[src/rtl/assert_macros.svh]
// ----------------------------------------------------------------------------
// Assertion macros
// Shared concurrent assertion forms for the radix digit emitter.
// ----------------------------------------------------------------------------
`ifndef ASSERT_MACROS_SVH
`define ASSERT_MACROS_SVH

// Same-cycle implication, checked outside reset
`define SRDE_ASSERT_IMPL(label, clk, rst_n, ante, cons, msg) \
    label: assert property (@(posedge clk) disable iff (!rst_n) (ante) |-> (cons)) \
        else $error(msg);

// Next-cycle implication, checked outside reset
`define SRDE_ASSERT_NEXT(label, clk, rst_n, ante, cons, msg) \
    label: assert property (@(posedge clk) disable iff (!rst_n) (ante) |=> (cons)) \
        else $error(msg);

`endif

[src/rtl/srde_pkg.sv]
// ----------------------------------------------------------------------------
// srde_pkg
// Types and constants of the signed radix digit emitter.
// ----------------------------------------------------------------------------
package srde_pkg;

    localparam int VALUE_BITS = 64;
    localparam int FEED_W     = 7;      // counts fed magnitude bits, 0..64
    localparam int CNT_W      = 7;      // character counts, 0..64
    localparam int DIGIT_W    = 4;
    localparam int RADIX_W    = 5;

    localparam logic [7:0]         PAD_CHAR  = 8'h30;
    localparam logic [RADIX_W-1:0] RADIX_MIN = 5'd2;
    localparam logic [RADIX_W-1:0] RADIX_MAX = 5'd16;
    localparam logic [RADIX_W-1:0] RADIX_RST = 5'd10;

    // configuration register indexes
    localparam logic [1:0] REG_RADIX      = 2'd0;
    localparam logic [1:0] REG_CHARS_LOW  = 2'd1;
    localparam logic [1:0] REG_CHARS_HIGH = 2'd2;

    typedef struct packed {
        logic signed [VALUE_BITS-1:0] value;
        logic [6:0]                   min_digits;
    } srde_in_t;

    typedef struct packed {
        logic [7:0]       char_code;
        logic             is_last;
        logic [CNT_W-1:0] total_chars;
    } srde_out_t;

    // carry handed from one digit cell to the next
    typedef struct packed {
        logic valid;
        logic carry;
    } srde_carry_t;

    // row-wide cell control
    typedef struct packed {
        logic clear;
        logic shift;
    } srde_ctl_t;

    typedef enum logic [2:0] {
        ST_IDLE,
        ST_CONV,
        ST_NORM,
        ST_PAD,
        ST_DIGS
    } srde_state_t;

endpackage

[src/rtl/srde_cell.sv]
// ----------------------------------------------------------------------------
// srde_cell
// One digit of the conversion row: doubles its digit and adds the incoming
// carry, reduces by the radix, and passes the carry on; also shifts digits up.
// ----------------------------------------------------------------------------
module srde_cell
    import srde_pkg::*;
(
    input  logic                 clk,
    input  logic                 rst_n,
    input  logic [RADIX_W-1:0]   radix,
    input  srde_ctl_t            ctl,
    input  logic [DIGIT_W-1:0]   lower_digit,
    input  srde_carry_t          carry_in,
    output logic [DIGIT_W-1:0]   digit,
    output srde_carry_t          carry_out
);

    logic [DIGIT_W-1:0] digit_reg;
    logic [DIGIT_W-1:0] digit_next;
    srde_carry_t        carry_reg;
    srde_carry_t        carry_next;
    logic [RADIX_W-1:0] dbl;
    logic [RADIX_W-1:0] dbl_sub;
    logic               ge;

    assign dbl     = {digit_reg, carry_in.carry};
    assign ge      = (dbl >= radix);
    assign dbl_sub = dbl - radix;

    always_comb
    begin
        carry_next.valid = carry_in.valid;
        carry_next.carry = carry_in.valid & ge;
        digit_next       = digit_reg;
        priority if (ctl.clear)
        begin
            digit_next = '0;
        end
        else if (ctl.shift)
        begin
            digit_next = lower_digit;
        end
        else if (carry_in.valid)
        begin
            digit_next = ge ? dbl_sub[DIGIT_W-1:0] : dbl[DIGIT_W-1:0];
        end
    end

    always_ff @(posedge clk or negedge rst_n)
    begin
        if (!rst_n)
        begin
            carry_reg <= '0;
        end
        else
        begin
            carry_reg <= carry_next;
        end
    end

    always_ff @(posedge clk)
    begin
        digit_reg <= digit_next;
    end

    assign digit     = digit_reg;
    assign carry_out = carry_reg;

endmodule

[src/rtl/signed_radix_digit_emitter_unit.sv]
// ----------------------------------------------------------------------------
// signed_radix_digit_emitter_unit
// Writes the magnitude of a signed 64-bit value as characters in radix 2..16,
// most significant digit first, left-padded with '0' to a minimum count.
// ----------------------------------------------------------------------------
// Usage: pulse start with the operand while busy is low. The unit then stays
// busy for one conversion: first the magnitude bits ripple through the row of
// digit cells (one cell per digit, the carry wave moves one cell per cycle),
// then leading zero digits are shifted out of the top cell, then the
// characters are emitted, one per cycle. Each character appears on result
// for exactly one cycle with result_valid high; the receiver cannot hold
// results off, so it must take one character per cycle. The final character
// carries is_last and the total count; a zero value with min_digits of zero
// produces no transaction at all. The sign is never emitted. Configuration
// writes are taken only while idle (cfg_ready equals not busy); radix values
// below 2 act as 2, above 16 as 16.
// ----------------------------------------------------------------------------
module signed_radix_digit_emitter_unit
    import srde_pkg::*;
#(
    parameter int MAX_DIGITS = 64
)
(
    input  logic        clk,
    input  logic        rst_n,
    input  logic        start,
    output logic        busy,
    input  srde_in_t    operand,
    output logic        result_valid,
    output srde_out_t   result,
    input  logic        cfg_valid,
    output logic        cfg_ready,
    input  logic [1:0]  cfg_index,
    input  logic [63:0] cfg_data
);

    localparam int LZ_W = $clog2(MAX_DIGITS + 1);

    // ------------------------------------------------------------------
    // Configuration registers
    // ------------------------------------------------------------------
    logic [RADIX_W-1:0] radix_reg;
    logic [63:0]        chars_low_reg;
    logic [63:0]        chars_high_reg;
    logic [RADIX_W-1:0] radix_eff;
    logic               cfg_write;

    assign cfg_ready = !busy;
    assign cfg_write = cfg_valid && cfg_ready;

    always_ff @(posedge clk or negedge rst_n)
    begin
        if (!rst_n)
        begin
            radix_reg      <= RADIX_RST;
            chars_low_reg  <= '0;
            chars_high_reg <= '0;
        end
        else if (cfg_write)
        begin
            unique case (cfg_index)
                REG_RADIX:      radix_reg      <= cfg_data[RADIX_W-1:0];
                REG_CHARS_LOW:  chars_low_reg  <= cfg_data;
                REG_CHARS_HIGH: chars_high_reg <= cfg_data;
                default:        ;  // writes beyond the register list are dropped
            endcase
        end
    end

    // clamp the base into 2..16
    always_comb
    begin
        priority if (radix_reg < RADIX_MIN)
        begin
            radix_eff = RADIX_MIN;
        end
        else if (radix_reg > RADIX_MAX)
        begin
            radix_eff = RADIX_MAX;
        end
        else
        begin
            radix_eff = radix_reg;
        end
    end

    // ------------------------------------------------------------------
    // Control state and counters
    // ------------------------------------------------------------------
    srde_state_t              state_reg;
    srde_state_t              state_next;
    logic [VALUE_BITS-1:0]    mag_reg;
    logic [VALUE_BITS-1:0]    mag_next;
    logic [FEED_W-1:0]        feed_cnt_reg;
    logic [FEED_W-1:0]        feed_cnt_next;
    logic [LZ_W-1:0]          lz_reg;
    logic [LZ_W-1:0]          lz_next;
    logic [6:0]               min_reg;
    logic [6:0]               min_next;
    logic [CNT_W-1:0]         pad_reg;
    logic [CNT_W-1:0]         pad_next;
    logic [CNT_W-1:0]         dig_reg;
    logic [CNT_W-1:0]         dig_next;
    logic [CNT_W-1:0]         total_reg;
    logic [CNT_W-1:0]         total_next;
    srde_out_t                result_reg;
    srde_out_t                result_next;
    logic                     result_valid_reg;
    logic                     result_valid_next;

    logic                     accept;
    logic                     feeding;
    logic                     conv_done;
    logic                     norm_done;
    logic [CNT_W-1:0]         sig_digits;
    logic [CNT_W-1:0]         pad_calc;
    logic [CNT_W-1:0]         total_calc;
    logic [VALUE_BITS-1:0]    mag_in;
    logic [6:0]               min_sat;
    logic [7:0]               digit_char;
    logic [127:0]             char_table;

    // ------------------------------------------------------------------
    // Digit cell row; cell 0 is the least significant digit
    // ------------------------------------------------------------------
    srde_ctl_t                cell_ctl;
    srde_carry_t              feed;
    srde_carry_t              carry_row [MAX_DIGITS];
    logic [DIGIT_W-1:0]       digit_row [MAX_DIGITS];
    logic [DIGIT_W-1:0]       top_digit;

    for (genvar k = 0; k < MAX_DIGITS; k++)
    begin : g_cell
        srde_cell u_cell (
            .clk         (clk),
            .rst_n       (rst_n),
            .radix       (radix_eff),
            .ctl         (cell_ctl),
            .lower_digit ((k == 0) ? '0 : digit_row[(k == 0) ? 0 : k - 1]),
            .carry_in    ((k == 0) ? feed : carry_row[(k == 0) ? 0 : k - 1]),
            .digit       (digit_row[k]),
            .carry_out   (carry_row[k])
        );
    end

    assign top_digit = digit_row[MAX_DIGITS-1];

    assign busy         = (state_reg != ST_IDLE);
    assign accept       = start && !busy;
    assign feeding      = (state_reg == ST_CONV) && (feed_cnt_reg < FEED_W'(VALUE_BITS));
    // the wave has left the top cell once feeding is over and its carry is idle
    assign conv_done    = (feed_cnt_reg == FEED_W'(VALUE_BITS))
                          && !carry_row[MAX_DIGITS-1].valid;
    assign norm_done    = (top_digit != '0) || (lz_reg == LZ_W'(MAX_DIGITS));

    // magnitude, exact for the most negative value
    assign mag_in  = operand.value[VALUE_BITS-1] ? ('0 - VALUE_BITS'(operand.value))
                                                 : VALUE_BITS'(operand.value);
    assign min_sat = (operand.min_digits > 7'(MAX_DIGITS)) ? 7'(MAX_DIGITS)
                                                           : operand.min_digits;

    assign sig_digits = CNT_W'(MAX_DIGITS) - CNT_W'(lz_reg);
    assign pad_calc   = (min_reg > sig_digits) ? (min_reg - sig_digits) : '0;
    assign total_calc = pad_calc + sig_digits;

    assign char_table = {chars_high_reg, chars_low_reg};
    assign digit_char = char_table[{top_digit, 3'b000} +: 8];

    // ------------------------------------------------------------------
    // Next state
    // ------------------------------------------------------------------
    always_comb
    begin
        state_next = state_reg;
        unique case (state_reg)
            ST_IDLE:
            begin
                if (accept)
                begin
                    state_next = ST_CONV;
                end
            end
            ST_CONV:
            begin
                if (conv_done)
                begin
                    state_next = ST_NORM;
                end
            end
            ST_NORM:
            begin
                if (norm_done)
                begin
                    priority if (total_calc == '0)
                    begin
                        state_next = ST_IDLE;
                    end
                    else if (pad_calc != '0)
                    begin
                        state_next = ST_PAD;
                    end
                    else
                    begin
                        state_next = ST_DIGS;
                    end
                end
            end
            ST_PAD:
            begin
                if (pad_reg == CNT_W'(1))
                begin
                    state_next = (dig_reg != '0) ? ST_DIGS : ST_IDLE;
                end
            end
            ST_DIGS:
            begin
                if (dig_reg == CNT_W'(1))
                begin
                    state_next = ST_IDLE;
                end
            end
            default:
            begin
                state_next = ST_IDLE;
            end
        endcase
    end

    // ------------------------------------------------------------------
    // Row control: clear on accept, shift while normalizing or digit emitting
    // ------------------------------------------------------------------
    always_comb
    begin
        cell_ctl.clear = 1'b0;
        cell_ctl.shift = 1'b0;
        feed.valid     = feeding;
        feed.carry     = mag_reg[VALUE_BITS-1];
        unique case (state_reg)
            ST_IDLE: cell_ctl.clear = accept;
            ST_NORM: cell_ctl.shift = !norm_done;
            ST_DIGS: cell_ctl.shift = 1'b1;
            default: ;
        endcase
    end

    // ------------------------------------------------------------------
    // Datapath next values
    // ------------------------------------------------------------------
    always_comb
    begin
        mag_next          = mag_reg;
        feed_cnt_next     = feed_cnt_reg;
        lz_next           = lz_reg;
        min_next          = min_reg;
        pad_next          = pad_reg;
        dig_next          = dig_reg;
        total_next        = total_reg;
        result_next       = result_reg;
        result_valid_next = 1'b0;
        unique case (state_reg)
            ST_IDLE:
            begin
                if (accept)
                begin
                    mag_next      = mag_in;
                    min_next      = min_sat;
                    feed_cnt_next = '0;
                    lz_next       = '0;
                end
            end
            ST_CONV:
            begin
                // hand the magnitude to cell 0, most significant bit first
                if (feeding)
                begin
                    mag_next      = {mag_reg[VALUE_BITS-2:0], 1'b0};
                    feed_cnt_next = feed_cnt_reg + FEED_W'(1);
                end
            end
            ST_NORM:
            begin
                if (norm_done)
                begin
                    pad_next   = pad_calc;
                    dig_next   = sig_digits;
                    total_next = total_calc;
                end
                else
                begin
                    lz_next = lz_reg + LZ_W'(1);
                end
            end
            ST_PAD:
            begin
                result_valid_next       = 1'b1;
                result_next.char_code   = PAD_CHAR;
                result_next.is_last     = (pad_reg == CNT_W'(1)) && (dig_reg == '0);
                result_next.total_chars = result_next.is_last ? total_reg : '0;
                pad_next                = pad_reg - CNT_W'(1);
            end
            ST_DIGS:
            begin
                result_valid_next       = 1'b1;
                result_next.char_code   = digit_char;
                result_next.is_last     = (dig_reg == CNT_W'(1));
                result_next.total_chars = result_next.is_last ? total_reg : '0;
                dig_next                = dig_reg - CNT_W'(1);
            end
            default: ;
        endcase
    end

    always_ff @(posedge clk or negedge rst_n)
    begin
        if (!rst_n)
        begin
            state_reg        <= ST_IDLE;
            feed_cnt_reg     <= '0;
            lz_reg           <= '0;
            pad_reg          <= '0;
            dig_reg          <= '0;
            result_valid_reg <= 1'b0;
        end
        else
        begin
            state_reg        <= state_next;
            feed_cnt_reg     <= feed_cnt_next;
            lz_reg           <= lz_next;
            pad_reg          <= pad_next;
            dig_reg          <= dig_next;
            result_valid_reg <= result_valid_next;
        end
    end

    always_ff @(posedge clk)
    begin
        mag_reg    <= mag_next;
        min_reg    <= min_next;
        total_reg  <= total_next;
        result_reg <= result_next;
    end

    assign result_valid = result_valid_reg;
    assign result       = result_reg;

    // ------------------------------------------------------------------
    // Assertions
    // ------------------------------------------------------------------
`include "assert_macros.svh"

    `SRDE_ASSERT_NEXT(a_accept_starts_conv, clk, rst_n, accept, state_reg == ST_CONV, "accepted transaction did not enter conversion")
    `SRDE_ASSERT_IMPL(a_strobe_from_emit, clk, rst_n, result_valid, $past(state_reg) == ST_PAD || $past(state_reg) == ST_DIGS, "result strobe outside emission")
    `SRDE_ASSERT_IMPL(a_last_has_count, clk, rst_n, result_valid && result.is_last, result.total_chars != '0, "final character without a count")
    `SRDE_ASSERT_IMPL(a_digit_below_radix, clk, rst_n, state_reg == ST_DIGS, top_digit < radix_eff, "emitted digit not below the radix")

endmodule
[config.mk]
export PLATFORM = sky130hd
export DESIGN_NAME = signed_radix_digit_emitter_unit
export DESIGN_NICKNAME = d
export VERILOG_FILES = /design/src/rtl/srde_pkg.sv /design/src/rtl/srde_cell.sv /design/src/rtl/signed_radix_digit_emitter_unit.sv
export VERILOG_INCLUDE_DIRS = /design/src /design/src/rtl
export SDC_FILE = /design/constraint.sdc
export NUM_CORES = 2
export LEC_CHECK = 0
export BUFFER_PORTS_ARGS = -buffer_cell sky130_fd_sc_hd__buf_4
export CAP_MARGIN = 20
export CORE_MARGIN = 2
export CORE_UTILIZATION = 50
export CTS_BUF_LIST = sky130_fd_sc_hd__clkbuf_8 sky130_fd_sc_hd__clkbuf_16
export CTS_CLUSTER_SIZE = 30
export DETAILED_ROUTE_END_ITERATION = 6
export PLACE_DENSITY = 0.75
export SLEW_MARGIN = 20
export SYNTH_ARGS = -nofsm -noshare
export SYNTH_HDL_FRONTEND = slang
export SYNTH_SLANG_ARGS = --single-unit
[constraint.sdc]
create_clock -name clk -period 15.9 [get_ports clk]
set_input_delay 1.59 -clock clk [delete_from_list [all_inputs] [get_ports clk]]
set_output_delay 1.59 -clock clk [all_outputs]
set_load 0.05 [all_outputs]
# Word level (Yosys, flattened, before mapping)

Index checks and enable logic that the tools add are counted.

Register bits after elaboration: 642
Output and inout port bits: 19
Word-level logic and storage cells: 746

Shifts and indexed selects: 1
Add/sub/neg operators: 72
Magnitude comparators: 69
Bitwise operators: 63
Reductions and logical operators: 97
Mux-type cells: 221
Eq/ne operators: 17

Operator list:

| kind                                                                   | number |
|---|---|
| 4-bit two-way mux                                                      | 190 |
| 5-bit >= comparator                                                    | 64 |
| 4-bit subtractor                                                       | 64 |
| 64-bit two-way mux                                                     | 3 |
| 2-bit nonzero test                                                     | 68 |
| 64-bit case mux with 2 select lines                                    | 1 |
| 128-bit by 8-bit variable part select with 8-bit output                | 1 |
| 1-bit by 64-bit subtractor with 64-bit output (first input constant)   | 1 |
| 1-bit AND                                                              | 63 |
| 7-bit two-way mux                                                      | 8 |
| 7-bit case mux with 2 select lines                                     | 4 |
| 16-bit case mux with 2 select lines                                    | 1 |
| 3-bit two-way mux                                                      | 8 |
| 3-bit case mux with 5 select lines                                     | 1 |
| 7-bit by 1-bit adder with 7-bit output (second input constant)         | 2 |
| 7-bit by 1-bit equality test with 1-bit output (second input constant) | 2 |
| 7-bit equality test (second input constant)                            | 2 |
| 7-bit logical NOT                                                      | 2 |
| 2-bit inequality test (second input constant)                          | 7 |
| 2-bit AND reduction                                                    | 7 |
| 7-bit nonzero test                                                     | 2 |
| 7-bit by 1-bit subtractor with 7-bit output (second input constant)    | 2 |
| 5-bit two-way mux                                                      | 2 |
| 7-bit adder                                                            | 1 |
| 24 further kinds                                                       | 34 |

# Depth between registers and ports, before layout

Depth in word-level cells: 8
Gate-level depth with buffers: 22

# Hierarchy

From an unflattened synthesis, not the netlist that was laid out.

Cells, all modules: 4735
Area, all modules: 45972.8 µm²

By module, submodules not included:

| module                            | sequential area each (µm²) | area an instance (µm²) | cells each | instances |
|---|---|---|---|---|
| srde_cell (g_cell[0].u_cell ...)  | 130.1                      | 510.5                  | 57         | 46 |
| signed_radix_digit_emitter_unit   | 6954.2                     | 13400.4                | 1105       | 1 |
| srde_cell (g_cell[37].u_cell ...) | 130.1                      | 504.2                  | 56         | 17 |
| srde_cell (g_cell[36].u_cell)     | 130.1                      | 518.0                  | 56         | 1 |

# Worst setup path before layout

No wires, ideal clock.

Kind: register to register
From: reg radix_reg[3]
To: reg g_cell[25].u_cell.digit_reg[0]
Stages on the path, launching flop included: 12
Data required time: 15830 ps
Path slack: 1442 ps
Arrival: 14388 ps
Path through: dfstp_2 > nor2_1 > o21ai_0 > ha_1 > nor2b_1 > o21ai_0 > nand3b_1 > a21o_1 > a21oi_1 > mux2_2 > a211o_1 > a21oi_1

Word-level cells in the longest chain between the ends: 7
Elaborated cells between the ends (all ways): 9
Classes of those cells: 1 x add/sub; 3 x order compare; 5 x mux

RTL lines:

| element                                                 | RTL line                              | source |
|---|---|---|
| from (decl)                                             | signed_radix_digit_emitter_unit.sv:42 | `logic [RADIX_W-1:0] radix_reg;` |
| from (signal assigned)                                  | signed_radix_digit_emitter_unit.sv:62 | `REG_RADIX: radix_reg <= cfg_data[RADIX_W-1:0];` |
| 5-bit > comparator                                      | signed_radix_digit_emitter_unit.sv:77 | `else if (radix_reg > RADIX_MAX)` |
| 5-bit two-way mux                                       | signed_radix_digit_emitter_unit.sv:77 |  |
| 5-bit two-way mux *                                     | signed_radix_digit_emitter_unit.sv:73 | `priority if (radix_reg < RADIX_MIN)` |
| 4-bit subtractor or 5-bit >= comparator (tied branches) | srde_cell.sv:29, srde_cell.sv:28      |  |
| 4-bit two-way mux *                                     | srde_cell.sv:46                       | `digit_next = ge ? dbl_sub[DIGIT_W-1:0] : dbl[DIGIT_W-1:0];` |
| 4-bit two-way mux *                                     | srde_cell.sv:44                       | `else if (carry_in.valid)` |
| 4-bit two-way mux *                                     | srde_cell.sv:40                       | `else if (ctl.shift)` |
| to (signal assigned)                                    | srde_cell.sv:64                       | `digit_reg <= digit_next;` |
| to (decl)                                               | srde_cell.sv:19                       | `logic [DIGIT_W-1:0] digit_reg;` |

Mark *: on every way between the ends. The rest lies on a longest branch, timed or not. The select of a mux whose other input is x is not followed.
A chain may end at the register's enable or synchronous reset.

# Worst setup path in the final report

From: reg lz_reg[0]
To: reg state_reg[2]

Word-level cells in the longest chain between the ends: 8
Elaborated cells between the ends (all ways): 15
Classes of those cells: 3 x add/sub; 1 x order compare; 2 x eq/ne; 5 x mux; 4 x reduce/logical

RTL lines:

| element                                                | RTL line                                                                       | source |
|---|---|---|
| from (decl)                                            | signed_radix_digit_emitter_unit.sv:96                                          | `logic [LZ_W-1:0] lz_reg;` |
| from (signal assigned)                                 | signed_radix_digit_emitter_unit.sv:328                                         | `lz_reg <= lz_next;` |
| 7-bit subtractor                                       | signed_radix_digit_emitter_unit.sv:162                                         | `assign sig_digits = CNT_W'(MAX_DIGITS) - CNT_W'(lz_reg);` |
| 7-bit subtractor or 7-bit > comparator (tied branches) | signed_radix_digit_emitter_unit.sv:163                                         | `assign pad_calc = (min_reg > sig_digits) ? (min_reg - sig_digits) : '0;` |
| 7-bit two-way mux                                      | signed_radix_digit_emitter_unit.sv:163                                         |  |
| 7-bit adder or 7-bit nonzero test (tied branches)      | signed_radix_digit_emitter_unit.sv:164, signed_radix_digit_emitter_unit.sv:198 |  |
| 7-bit logical NOT or 3-bit two-way mux (tied branches) | signed_radix_digit_emitter_unit.sv:194, signed_radix_digit_emitter_unit.sv:198 |  |
| 3-bit two-way mux                                      | signed_radix_digit_emitter_unit.sv:194                                         | `priority if (total_calc == '0)` |
| 3-bit two-way mux                                      | signed_radix_digit_emitter_unit.sv:192                                         | `if (norm_done)` |
| 3-bit case mux with 5 select lines                     | signed_radix_digit_emitter_unit.sv:175                                         | `unique case (state_reg)` |
| to (signal assigned)                                   | signed_radix_digit_emitter_unit.sv:326                                         | `state_reg <= state_next;` |
| to (decl)                                              | signed_radix_digit_emitter_unit.sv:90                                          | `srde_state_t state_reg;` |

Parallel ways exist; a longest one is shown, timed or not. The select of a mux whose other input is x is not followed.

==> impl_results.md <==
- Tmin final: 5471 ps
- Leading post-synthesis cells by cell area: dfrtp_1 18%, dfxtp_1 13%, ha_1 11%
- Post-placement cell count: 5039
- Cell Rows: 104
- Placed wire-length estimate: 55880 um
- CTS tree: built
- Die width: around 290 um
- Die Area: roughly 0.083 mm^2
- DR vias: 29490
- Vias in the first global route: 29720
- Die height: 288.6 um
- Count of port buffers added during placement: around 160
- Post-Layout Cell Count: just over 5000
- Biggest area consumer among synthesized cells: dfrtp_1
- Mapped cell area: roughly 0.041 mm^2
- Critical path class: flip-flop to flip-flop
- Htree depth: 3
- Critical path data required time: about 16000 ps
- Clock latency on the worst-skew pair: approximately 660 ps
- Final hold vios: 0
- 1st-pass router iterations: 5
- Worst-path clk slew: approximately 60 ps
- Most frequent cells after synthesis: 340 x ha_1, 315 x nor2_1, 290 x dfrtp_1
- Synth Warn #: 0
- First-pass GRT wire length: roughly 150000 um
- Post_cts resized: 0
- Initial antenna violation count: 3
- Yosys cell types: 70
- Fin Setup TNS: 0 ps
- Arrival @ worst endpoint: 6020 ps
- Number of flip-flops in the largest register: roughly 260
- Final nets: 4602
- Largest net degree at the start of global routing: between 200 and 250
- Status: finished clean
- Final wirelength: ~89000 um
- Seq/Total Area, Yosys: 37.66%
- Routed len/inst: roughly 17 um
- Worst Path Max Fanout: 14
- Tcrit/Tclk final: approximately 34%
- CP endpoint kind: flip-flop
- Final Wtd Congestion: between 0.8 and 0.9
- Cells after Synth: 3998
- Grt total ovfl: 0
- Violation count after the first detailed-route iteration: around 1500
- Slew headroom: about a fifth
- Max-cap violation count: 0
- Syn nets: 4545
- Most common cell in the netlist: ha_1
- Total core area: approximately 0.080 mm^2
- Number of buffers created by CTS: 73
- Pins Over Slew Limit: 0
- Ys async rst share: approximately 45%
- Initial Utilization: about half
- Final number of setup-violating endpoints: 0
- Antenna-violating nets left: 0
- Residual DRC: 0
- # clock sinks: between 600 and 700
- Layout area overhead: 11.44%
- Share of cells above drive strength 1: approximately 15%
- Number of enable flip-flop cells after synthesis: 94
- Clock root cell: clkbuf_16
- Most used DFF post-synth: dfrtp_1
- CTS Hold Bufs: 0
- Worst setup SP type: flip-flop
- Synth top area share: approximately 18%
- Syn Area/Cell: approximately 10 um^2
- Class of the worst hold path: flip-flop to flip-flop
- DR vias/cell: roughly 5.7
- Clock tree buffer depth: 3
- RSZ-0062 raised after global routing: no
- Post-CTS Setup Repair Bufs: 0
- Boundary Pins: 160
- Flops & latches, synth: 642
- Max Fclk: 182.8 MHz
- GRT Util Overall: roughly 22%
- Worst-Margin Slew: around 1200 ps
- Final Skew: 57.50 ps
## kinds of logic (layout without fill, tap and decap cells)
family	Yosys count	after routing	share of synthesized area (%)
mux	530	530	15.04
xor+xnor	212	212	4.583
flops	642	642	37.66
fa+ha+maj	406	406	13.76
buf+inv	364	481	3.447
compound gates	801	801	12.91
simple gates	1043	1043	12.60
other cells	0	4	0
## layer usage
metal  share of wire [%]  up-vias  track usage (%)
li1                    -    14430                -
met1                  46    14440            28.44
met2                  48      490            36.98
met3                 3.3      144            2.749
met4                 2.3        0            6.379
met5                   0        -                0
## worst max-delay path, stage by stage, from the launching register on
cell      delay, ps
dfrtp_1         560
inv_1           220
ha_1            190
nor4b_1         390
nand2_1         120
xor2_1          350
ha_1            270
o211ai_1        140
a211o_1         340
a21oi_1         360
and2_1          210
ha_1            280
nor2b_1         150
o21ai_0         270
a21oi_1         150
o21a_1          230
or4_1           520
a32oi_1         270
nor4b_2         120
o311ai_2        260
## metrics by stage
step / util [%] / setup WS [ps] / hold WS, ps / instance area [um^2]
finish: 56.14 / 10430 / 455.5 / 45140
global route: 56.14 / 9984 / 486.4 / 45140
CTS: 56.09 / 10470 / 462.7 / 45100
detailed placement: 52.91 / 10440 / 469.1 / 42550
global placement: 52.91 / 10510 / 466.1 / 42550
floorplan: - / 1442 / 351.9 / 40510
## final cells by class
class / count / area (um^2)
fill: 6831 / 35270
multi-input combinational: 2992 / 23930
sequential: 642 / 15260
clock buffer: 81 / 1937
timing repair buffer: 185 / 1454
tap: 1060 / 1326
clock inverter: 54 / 621.8
inverter: 161 / 604.3
antenna: 4 / 10.01
## final timing paths
| check | start | end | slack, ps | cells past startpoint |
|---|---|---|---|---|
| max | lz_reg[0] | state_reg[2] | 10430 | 19 |
| min | g_cell[27].u_cell.digit[3] | g_cell[28].u_cell.digit[3] | 460 | 2 |
| max reg2reg | lz_reg[0] | state_reg[2] | 10430 | 19 |
| min reg2reg | g_cell[27].u_cell.digit[3] | g_cell[28].u_cell.digit[3] | 460 | 2 |
| max in group asynchronous | rst_n | chars_low_reg[14] | 12680 | 3 |
| min in group asynchronous | rst_n | g_cell[20].u_cell.carry_out[0] | 1030 | 1 |
## placed cells by master, fill, tap and decap left out, drive strengths merged, types with 7 or more instances in the layout
cell type / instances
a211o: 157
a211oi: 101
a21o: 71
a21oi: 239
a31oi: 7
and2: 18
buf: 185
bufinv: 9
clkbuf: 81
clkinv: 19
dfrtp: 290
dfxtp: 256
edfxtp: 94
fa: 66
ha: 340
inv: 187
mux2: 229
mux2i: 261
mux4: 40
nand2: 276
nand2b: 8
nand3: 74
nand3b: 66
nand4: 10
nor2: 315
nor2b: 198
nor3: 20
o21ai: 166
o31ai: 20
or3: 21
or4: 12
xnor2: 77
xor2: 135
Power is left out: the tool's default activity adds up to more than one toggle a clock period on the data nets, which glitch-free logic cannot reach.
